===== config.mk =====
export PLATFORM = sky130hd
export DESIGN_NAME = min_jerk_joint_homing_step
export DESIGN_NICKNAME = d
export VERILOG_FILES = /design/src/design/mjh_pkg.sv /design/src/design/min_jerk_joint_homing_step.sv
export VERILOG_INCLUDE_DIRS = /design/src /design/src/design
export SDC_FILE = /design/constraint.sdc
export NUM_CORES = 2
export LEC_CHECK = 0
export ABC_AREA = 1
export BUFFER_PORTS_ARGS = -buffer_cell sky130_fd_sc_hd__buf_2
export CAP_MARGIN = 5
export CORE_UTILIZATION = 46
export DETAILED_ROUTE_END_ITERATION = 8
export PLACE_DENSITY = 0.75
export SLEW_MARGIN = 20
export SYNTH_ARGS = -nofsm -noshare
export SYNTH_HDL_FRONTEND = slang
export SYNTH_SLANG_ARGS = --single-unit

===== constraint.sdc =====
create_clock -name aclk -period 17.68 [get_ports aclk]
set_clock_uncertainty 0.05 [all_clocks]
set_input_delay 2.652 -clock aclk [delete_from_list [all_inputs] [get_ports aclk]]
set_output_delay 2.652 -clock aclk [all_outputs]
set_load 0.03 [all_outputs]

===== src/design/assert_macros.svh =====
// Assertion macros for the RTL design file.
`ifndef ASSERT_MACROS_SVH
`define ASSERT_MACROS_SVH
// Implication checked on every rising clock edge outside reset.
`define ASSERT_IMPL(label, clk, rstn, ante, cons, msg) \
    label: assert property (@(posedge clk) disable iff (!rstn) (ante) |-> (cons)) \
        else $error(msg);
// Next-cycle implication checked outside reset.
`define ASSERT_NEXT(label, clk, rstn, ante, cons, msg) \
    label: assert property (@(posedge clk) disable iff (!rstn) (ante) |=> (cons)) \
        else $error(msg);
`endif


===== src/design/mjh_pkg.sv =====
// Package with constants and types of the minimum-jerk homing step.
package mjh_pkg;
    localparam int NUM_JOINTS = 7;
    localparam int MAXJ = 7;
    localparam int POS_W = 24;
    localparam int TICK_W = 20;
    localparam int Q_W = 25;
    localparam int JIDX_W = 3;
    localparam int CFG_IDX_W = 3;
    localparam logic [24:0] ONE_Q24 = 25'd16777216;
    localparam logic [24:0] THRESH_LSB = 25'd5243;
    localparam logic [24:0] STEP_LIM = 25'd104858;
    localparam logic [CFG_IDX_W-1:0] REG_MOVE_TICKS = 3'd7;
    localparam int IN_W = POS_W * MAXJ;
    localparam int OUT_W = ((POS_W * MAXJ + 1 + 7) / 8) * 8;
    typedef logic signed [POS_W-1:0] pos_t;
endpackage


===== src/design/min_jerk_joint_homing_step.sv =====
// Minimum-jerk homing step: one command set per servo tick over a divider and a shared multiplier.
// The result is offered after a restoring bit-serial divider for s = t/move_ticks, a step that
// loads s, multiplies for s^2..s^5, a step that forms and clamps lambda, then one multiply
// per joint on the single shared 25x25 multiplier. The result then waits until it is taken,
// and the input is ready again in the cycle after that transfer.
// The input is not ready while a tick is in flight or while the result waits to be taken.
// All commands of one tick leave together in one transfer with the all_reached flag.
`include "assert_macros.svh"
module min_jerk_joint_homing_step (
    input  logic aclk,
    input  logic aresetn,
    input  logic s_tvalid,
    output logic s_tready,
    // joint_0_position .. joint_6_position, 24 bits each from the lowest bits up
    input  logic [mjh_pkg::IN_W-1:0] s_tdata,
    output logic m_tvalid,
    input  logic m_tready,
    // joint_0_command .. joint_6_command (24 bits each), all_reached, zero fill
    output logic [mjh_pkg::OUT_W-1:0] m_tdata,
    input  logic cfg_we,
    input  logic [mjh_pkg::CFG_IDX_W-1:0] cfg_index,
    input  logic [mjh_pkg::POS_W-1:0] cfg_wdata
);
    import mjh_pkg::*;

    typedef enum logic [2:0] {S_IDLE, S_DIV, S_POW, S_LAM, S_JNT, S_OUT} state_t;

    state_t state_reg;
    pos_t home_reg [MAXJ];
    logic [TICK_W-1:0] move_reg, tick_reg, m_reg;
    pos_t cur_reg [MAXJ];
    pos_t cmd_reg [MAXJ];
    logic [MAXJ-1:0] near_reg;
    logic [5:0] cnt_reg;
    logic [44:0] rem_reg;
    logic [24:0] quo_reg, s_reg, pw_reg;
    logic [24:0] p_reg [4];
    logic [24:0] lam_reg;
    logic [JIDX_W-1:0] j_reg;

    // Shared multiplier.
    logic [24:0] mul_a, mul_b;
    logic [49:0] mul_p;
    assign mul_p = mul_a * mul_b;

    logic [TICK_W-1:0] m_eff, t_inc;
    logic [TICK_W:0] t_sum;
    assign m_eff = (move_reg == '0) ? TICK_W'(1) : move_reg;
    assign t_sum = {1'b0, tick_reg} + (TICK_W+1)'(1);
    assign t_inc = (t_sum > {1'b0, m_eff}) ? m_eff : t_sum[TICK_W-1:0];

    // Divider step.
    logic [44:0] rem_sh;
    logic [45:0] rem_try;
    assign rem_sh = rem_reg;
    assign rem_try = {1'b0, rem_sh} - {26'd0, m_reg};

    // Joint datapath.
    logic signed [Q_W-1:0] err;
    logic [Q_W-1:0] mag;
    logic [24:0] step_mag;
    logic signed [Q_W:0] cmd_w;
    pos_t cmd_sat;
    pos_t cur_j, home_j;
    assign cur_j = cur_reg[j_reg];
    assign home_j = home_reg[j_reg];
    assign err = Q_W'(home_j) - Q_W'(cur_j);
    assign mag = err[Q_W-1] ? Q_W'(-err) : err;
    assign step_mag = (mul_p[48:24] > STEP_LIM) ? STEP_LIM : mul_p[48:24];
    always_comb begin
        cmd_w = err[Q_W-1] ? ((Q_W+1)'(cur_j) - (Q_W+1)'(step_mag))
                           : ((Q_W+1)'(cur_j) + (Q_W+1)'(step_mag));
        if (cmd_w > 26'sd8388607) cmd_sat = 24'sh7FFFFF;
        else if (cmd_w < -26'sd8388608) cmd_sat = 24'sh800000;
        else cmd_sat = cmd_w[POS_W-1:0];
    end

    // lambda = 10 s^3 - 15 s^4 + 6 s^5, then clamped to [0, 1].
    logic signed [30:0] lam_w;
    assign lam_w = 31'sd10 * $signed({6'd0, p_reg[1]}) - 31'sd15 * $signed({6'd0, p_reg[2]})
                 + 31'sd6 * $signed({6'd0, p_reg[3]});

    always_comb begin
        mul_a = mag;
        mul_b = lam_reg;
        if (state_reg == S_POW) begin
            mul_a = pw_reg;
            mul_b = s_reg;
        end
    end

    always_ff @(posedge aclk) begin
        if (!aresetn) begin
            state_reg <= S_IDLE;
            for (int i = 0; i < MAXJ; i++) home_reg[i] <= '0;
            move_reg <= TICK_W'(5000);
            tick_reg <= '0;
            cnt_reg <= '0;
            j_reg <= '0;
            near_reg <= '0;
        end else begin
            if (cfg_we) begin
                if (cfg_index == REG_MOVE_TICKS) move_reg <= cfg_wdata[TICK_W-1:0];
                else home_reg[cfg_index] <= cfg_wdata;
            end
            case (state_reg)
                S_IDLE: begin
                    if (s_tvalid) begin
                        for (int i = 0; i < MAXJ; i++)
                            cur_reg[i] <= s_tdata[i*POS_W +: POS_W];
                        tick_reg <= t_inc;
                        m_reg <= m_eff;
                        rem_reg <= 45'(t_inc);
                        quo_reg <= '0;
                        cnt_reg <= '0;
                        state_reg <= S_DIV;
                    end
                end
                S_DIV: begin
                    // One quotient bit per cycle of (t << 24) / m.
                    if (rem_try[45]) begin
                        quo_reg <= {quo_reg[23:0], 1'b0};
                        rem_reg <= {rem_sh[43:0], 1'b0};
                    end else begin
                        quo_reg <= {quo_reg[23:0], 1'b1};
                        rem_reg <= {rem_try[43:0], 1'b0};
                    end
                    cnt_reg <= cnt_reg + 6'd1;
                    if (cnt_reg == 6'd24) begin
                        state_reg <= S_POW;
                        cnt_reg <= '0;
                    end
                end
                S_POW: begin
                    if (cnt_reg == '0) begin
                        s_reg <= quo_reg;
                        pw_reg <= quo_reg;
                        cnt_reg <= 6'd1;
                    end else begin
                        p_reg[cnt_reg[1:0] - 2'd1] <= mul_p[48:24];
                        pw_reg <= mul_p[48:24];
                        cnt_reg <= cnt_reg + 6'd1;
                        if (cnt_reg == 6'd4) state_reg <= S_LAM;
                    end
                end
                S_LAM: begin
                    if (lam_w < 0) lam_reg <= '0;
                    else if (lam_w > $signed({6'd0, ONE_Q24})) lam_reg <= ONE_Q24;
                    else lam_reg <= lam_w[24:0];
                    j_reg <= '0;
                    state_reg <= S_JNT;
                end
                S_JNT: begin
                    if (mag <= THRESH_LSB) begin
                        near_reg[j_reg] <= 1'b1;
                        cmd_reg[j_reg] <= home_j;
                    end else begin
                        near_reg[j_reg] <= 1'b0;
                        cmd_reg[j_reg] <= cmd_sat;
                    end
                    j_reg <= j_reg + JIDX_W'(1);
                    if (j_reg == JIDX_W'(NUM_JOINTS - 1)) state_reg <= S_OUT;
                end
                S_OUT: begin
                    if (m_tready) state_reg <= S_IDLE;
                end
                default: state_reg <= S_IDLE;
            endcase
        end
    end

    // The division step reads the remainder before the first shift, so the dividend
    // starts unshifted and each cycle compares, then shifts in a zero.
    // Quotient width: t/m <= 1, so 25 bits cover 2^24.

    assign s_tready = (state_reg == S_IDLE);
    assign m_tvalid = (state_reg == S_OUT);
    always_comb begin
        m_tdata = '0;
        for (int i = 0; i < MAXJ; i++)
            m_tdata[i*POS_W +: POS_W] = (i < NUM_JOINTS) ? cmd_reg[i] : '0;
        m_tdata[MAXJ*POS_W] = &near_reg[NUM_JOINTS-1:0];
    end

    `ASSERT_IMPL(a_no_both, aclk, aresetn, 1'b1, !(s_tready && m_tvalid), "ready while result pending")
    `ASSERT_IMPL(a_tick_le, aclk, aresetn, state_reg == S_OUT, tick_reg <= m_reg, "tick beyond move length")
    `ASSERT_NEXT(a_out_hold, aclk, aresetn, m_tvalid && !m_tready, m_tvalid && $stable(m_tdata), "result lost")
endmodule


=== Yosys cells after proc, flatten, opt, wreduce, memory -nomap -nowiden ===
Memory sizes are Yosys's and may differ from the RTL's. A register that Yosys moved wholly into a read port is not among the register bits.
Cells that the tools add are included.

* $add $sub $neg: 11
* Multiply operators: 4
* $lt $le $gt $ge: 9
* Equal/unequal tests: 15
* Mux-type cells: 61
* Bitwise gates (word level): 4
* Reduce and logical (&&, ||, !) cells: 19

{| class="wikitable"
|+ Operators by type and width
! operator !! count
|-
| two-way mux 25 bit || 7
|-
| two-way mux 24 bit || 4
|-
| two-way mux 45 bit || 2
|-
| case mux 45 bit (2 select lines) || 1
|-
| case mux 25 bit (2 select lines) || 1
|-
| multiplier 25 x 25 -> 49 bit || 1
|-
| subtractor 45 x 20 -> 46 bit || 1
|-
| two-way mux 20 bit || 2
|-
| two-way mux 3 bit || 11
|-
| adder 30 x 29 -> 31 bit || 1
|-
| greater-than comparator 31 x 26 -> 1 bit (second input constant) || 1
|-
| < comparator 31 x 1 -> 1 bit (second input constant) || 1
|-
| subtractor 29 x 29 -> 30 bit || 1
|-
| multiplier 4 x 25 -> 29 bit (first input constant) || 1
|-
| multiplier 3 x 25 -> 28 bit (first input constant) || 1
|-
| multiplier 2 x 25 -> 27 bit (first input constant) || 1
|-
| adder 26 x 25 -> 26 bit || 1
|-
| greater-than comparator 26 x 24 -> 1 bit (second input constant) || 1
|-
| < comparator 26 x 24 -> 1 bit (second input constant) || 1
|-
| two-way mux 26 bit || 1
|-
| subtractor 26 x 25 -> 26 bit || 1
|-
| greater-than comparator 25 x 17 -> 1 bit (second input constant) || 1
|-
| less-or-equal comparator 25 x 13 -> 1 bit (second input constant) || 1
|-
| negation 25 bit || 1
|-
| other kinds (38) || 78
|}

* Register bits: 224
* Bits in writable memories: 604
* Output and inout bits: 178
* Logic and storage cells: 140
* Memories kept: 4

{| class="wikitable"
|+ Memory list
! memory !! depth !! width !! rd ports !! clocked after memory_dff !! wr ports !! line !! source
|-
| cmd_reg || 7 || 24 || 7 || 0 || 1 || min_jerk_joint_homing_step.sv:32 || <nowiki>pos_t cmd_reg [MAXJ];</nowiki>
|-
| cur_reg || 7 || 24 || 1 || 1 || 7 || min_jerk_joint_homing_step.sv:31 || <nowiki>pos_t cur_reg [MAXJ];</nowiki>
|-
| home_reg || 7 || 24 || 1 || 1 || 7 || min_jerk_joint_homing_step.sv:29 || <nowiki>pos_t home_reg [MAXJ];</nowiki>
|-
| p_reg || 4 || 25 || 3 || 0 || 1 || min_jerk_joint_homing_step.sv:37 || <nowiki>logic [24:0] p_reg [4];</nowiki>
|}

=== Depth between registers and ports, before layout ===
* Word-level depth: 13
* Mapped depth: 102
* Mapped depth without buffers: 95

=== Worst setup path after synthesis ===
No wires, ideal clock.

* Path type: register to register
* From: reg (tool-made name)
* To: mem cmd_reg[0][10] (netlist name), data pin
* Arrival: 14.975 ns
* Data required time: 17.351 ns
* Setup slack: 2.376 ns
* Cell stages (with the launch flop): 90
* Period minus slack after synthesis: 15.304 ns
* Cell sequence: dfxtp_1 > clkbuf_1 > inv_1 > clkbuf_1 > clkbuf_1 > clkbuf_1 > nand3_1 > o211ai_1 > nand2_1 > ha_1 > fa_1 > inv_1 > nand2_1 > nand2_1 > nand2_1 > o21bai_2 > xnor2_2 > nand2_1 > [54 not listed] > o21bai_1 > a21oi_1 > o21bai_1 > a21boi_0 > o21ai_0 > a21boi_0 > o21ai_0 > nand3_1 > nand2_1 > a21boi_0 > o21ai_0 > xor2_1 > or2_2 > nand2_2 > buf_6 > nand2_1 > nand2_1 > nand2_1

{| class="wikitable"
|+ RTL lines
! item !! line
|-
| to (decl) || min_jerk_joint_homing_step.sv:32
|}

==> flow_summary.json <==
{
  "grt_usage_pct": 27.6,
  "hold_depth": 0,
  "postCtsHoldBufs": 0,
  "synth_cell_types": 63,
  "numPortBuffers": 370,
  "dr.pass1.iters": 6,
  "ys_seq_area_share_pct": 37.1,
  "arrival_ns": 17.09,
  "fmax_mhz": 60.0,
  "coreArea_um2": 140000,
  "worstHoldPathType": "reg -> reg",
  "htreeDepth": 3,
  "num_vias": 51322,
  "yosysTopAreaCell": "edfxtp_1",
  "netlist_instances": 7128,
  "synthArstFlopShare_pct": 0,
  "cp-start-kind": "register",
  "initialDrtViolationCount": 4442,
  "maxCapViolations": 0,
  "synth_ff_type": "edfxtp_1",
  "fin_crit_ns": 16.68,
  "cts_tree": "done",
  "clkLatencyLatePin_ns": 0.69,
  "synth_warnings": 0,
  "clk_path_buf_depth": 3,
  "globalplace.congestion": 0.999,
  "crit_type": "reg -> reg",
  "dp_hpwl_mm": 152,
  "routedWlPerCell_um": 20.6,
  "drive_gt1_share_pct": 10.4,
  "slowest_stage": "fa_1",
  "largest_reg_flops": 192,
  "synth-seq-cells": 830,
  "grt_pass1_wl_mm": 300,
  "cp-endpoint": "cmd_reg[2][16]",
  "grt_max_degree": 169,
  "finalHoldViolations": 0,
  "cp_common_cell": "nand2_1",
  "drc_errors": 0,
  "rr_endpoint": "cmd_reg[2][16]",
  "synth_area_um2": 64900,
  "whs_ns": 0.393,
  "worst_setup_path_end_kind": "register",
  "slew_headroom_pct": 25.2,
  "worst-r2r-setup-slack_ns": 1.00,
  "setup_tns_ns": 0,
  "syn-mean-instance-area_um2": 9.10,
  "rows": 137,
  "syn_to_final_growth_pct": 11.8,
  "slew_violations": 0,
  "grt.overflow.total": 0,
  "clkSinkCount": 830,
  "cp.required_ns": 18.10,
  "reg2regPathDepth": 83,
  "synth_top_area_share_pct": 34.5,
  "routed_wl_mm": 196,
  "die_x_um": 377,
  "grt_pass1_vias": 52009,
  "fin_nets": 8743,
  "cts_inserted_buffers": 83,
  "cp_max_fo": 19,
  "cts_root_buffer": "clkbuf_16",
  "period_share_pct": 94.3,
  "worstMarginPinSlew_ns": 1.12,
  "path_clk_slew_ns": 0.07,
  "dieArea_um2": 142000,
  "initial_utilization_pct": 46.4,
  "synth-edff-count": 744,
  "vias_per_cell": 5.41,
  "synthTopCellsByArea": "edfxtp_1 34%, fa_1 19%, ha_1 8.0%",
  "status": "completed",
  "die_y_um": 377,
  "antenna_found_initial": 8,
  "max_stage_delay_ns": 0.57,
  "ios": 378,
  "ant_nets": 0,
  "finalSetupViolCount": 0
}
[logic make-up after synthesis]
| logic type | Yosys count | synth area share, % |
|---|---|---|
| other | 1 | 0.00578 |
| AO/OA/AOI/OAI | 1009 | 8.63 |
| adder cells (fa/ha/maj) | 1016 | 26.6 |
| flip-flops | 830 | 37.1 |
| buffers and inverters | 1573 | 9.20 |
| AND/OR/NAND/NOR | 2480 | 15.4 |
| XOR/XNOR | 219 | 3.06 |
[worst max-delay path, delay by kind of cell, from the launching register on]
kind,cells,cell delay (ns)
xor gates and xnor gates,3,0.77
adders and majority gates,11,5.07
AOI/OAI and AO/OA,22,3.95
DFF,1,0.50
and+or+nand+nor,34,4.32
buffers and inverters,13,1.74
[layout make-up]
class | instances | area (µm²)
multi-input combinational | 4756 | 35200
sequential | 830 | 24100
clock inverter | 55 | 531
fill | 12606 | 67200
tap | 1876 | 2350
antenna | 4 | 10.0
inverter | 1323 | 4990
timing repair buffer | 533 | 3210
clock buffer | 101 | 2150
[metrics by stage]
stage	setup WS, ns	utilization [%]	area (µm²)	cells
6_report	1.00	51.9	72500	9478
3_5_place_dp	0.442	49.8	69600	9310
3_3_place_gp	0.565	49.8	69600	9310
2_1_floorplan	2.38	-	65000	7158
5_1_grt	-0.0373	51.9	72500	9476
4_1_cts	0.359	51.8	72300	9466
[per-layer routing]
metal | vias up | routed length (µm) | global-route usage, %
met5 | - | 72 | 0
met3 | 596 | 14900 | 4.49
met2 | 2280 | 93000 | 46.1
li1 | 23517 | - | -
met1 | 24917 | 73800 | 33.5
met4 | 12 | 13900 | 17.2
[cells in the mapped netlist, drive strengths merged, types with 38 or more instances]
library cell / instances
o22ai: 49
nand4: 41
ha: 414
xnor2: 83
xor2: 136
o211ai: 57
dfxtp: 86
clkbuf: 220
fa: 602
nor2: 1025
nor3: 47
a31oi: 38
o21ai: 431
a21oi: 339
inv: 1301
edfxtp: 744
nand2: 1140
nand3: 159
[worst min-delay path by stage]
stage	startpoint	end	slack (ns)
3_3_place_gp	move_reg[9]	m_reg[9]	0.38
5_1_grt	move_reg[9]	m_reg[9]	0.41
2_1_floorplan	quo_reg[0]	s_reg[0]	0.38
3_5_place_dp	quo_reg[13]	s_reg[13]	0.38
4_1_cts	quo_reg[22]	s_reg[22]	0.39
6_report	quo_reg[22]	s_reg[22]	0.39
[placed cells by master, fill, tap and decap left out, drive strengths merged, types with 8 or more instances in the layout]
cell	instances
o21bai	22
nand4	41
ha	414
nor3	47
fa	602
clkbuf	101
nand3	160
o211ai	57
o22ai	49
o31ai	8
nor4	21
a21boi	9
a21oi	339
nand3b	14
o21a	15
or2	25
clkinvlp	8
inv	1306
xor2	136
xnor2	83
nand2	1140
a31oi	38
clkinv	59
edfxtp	744
a211oi	19
buf	533
dfxtp	86
o21ai	431
conb	31
nor2	1025
[repair_timing]
item / in CTS / in global routing
endpoints found under the setup margin: 0 / 168
resized for setup: 0 / 30
setup buffers: 0 / 6
endpoints found under the hold margin: 0 / 0
Power is left out: the tool's default activity adds up to more than one toggle a clock period on the data nets, which glitch-free logic cannot reach.
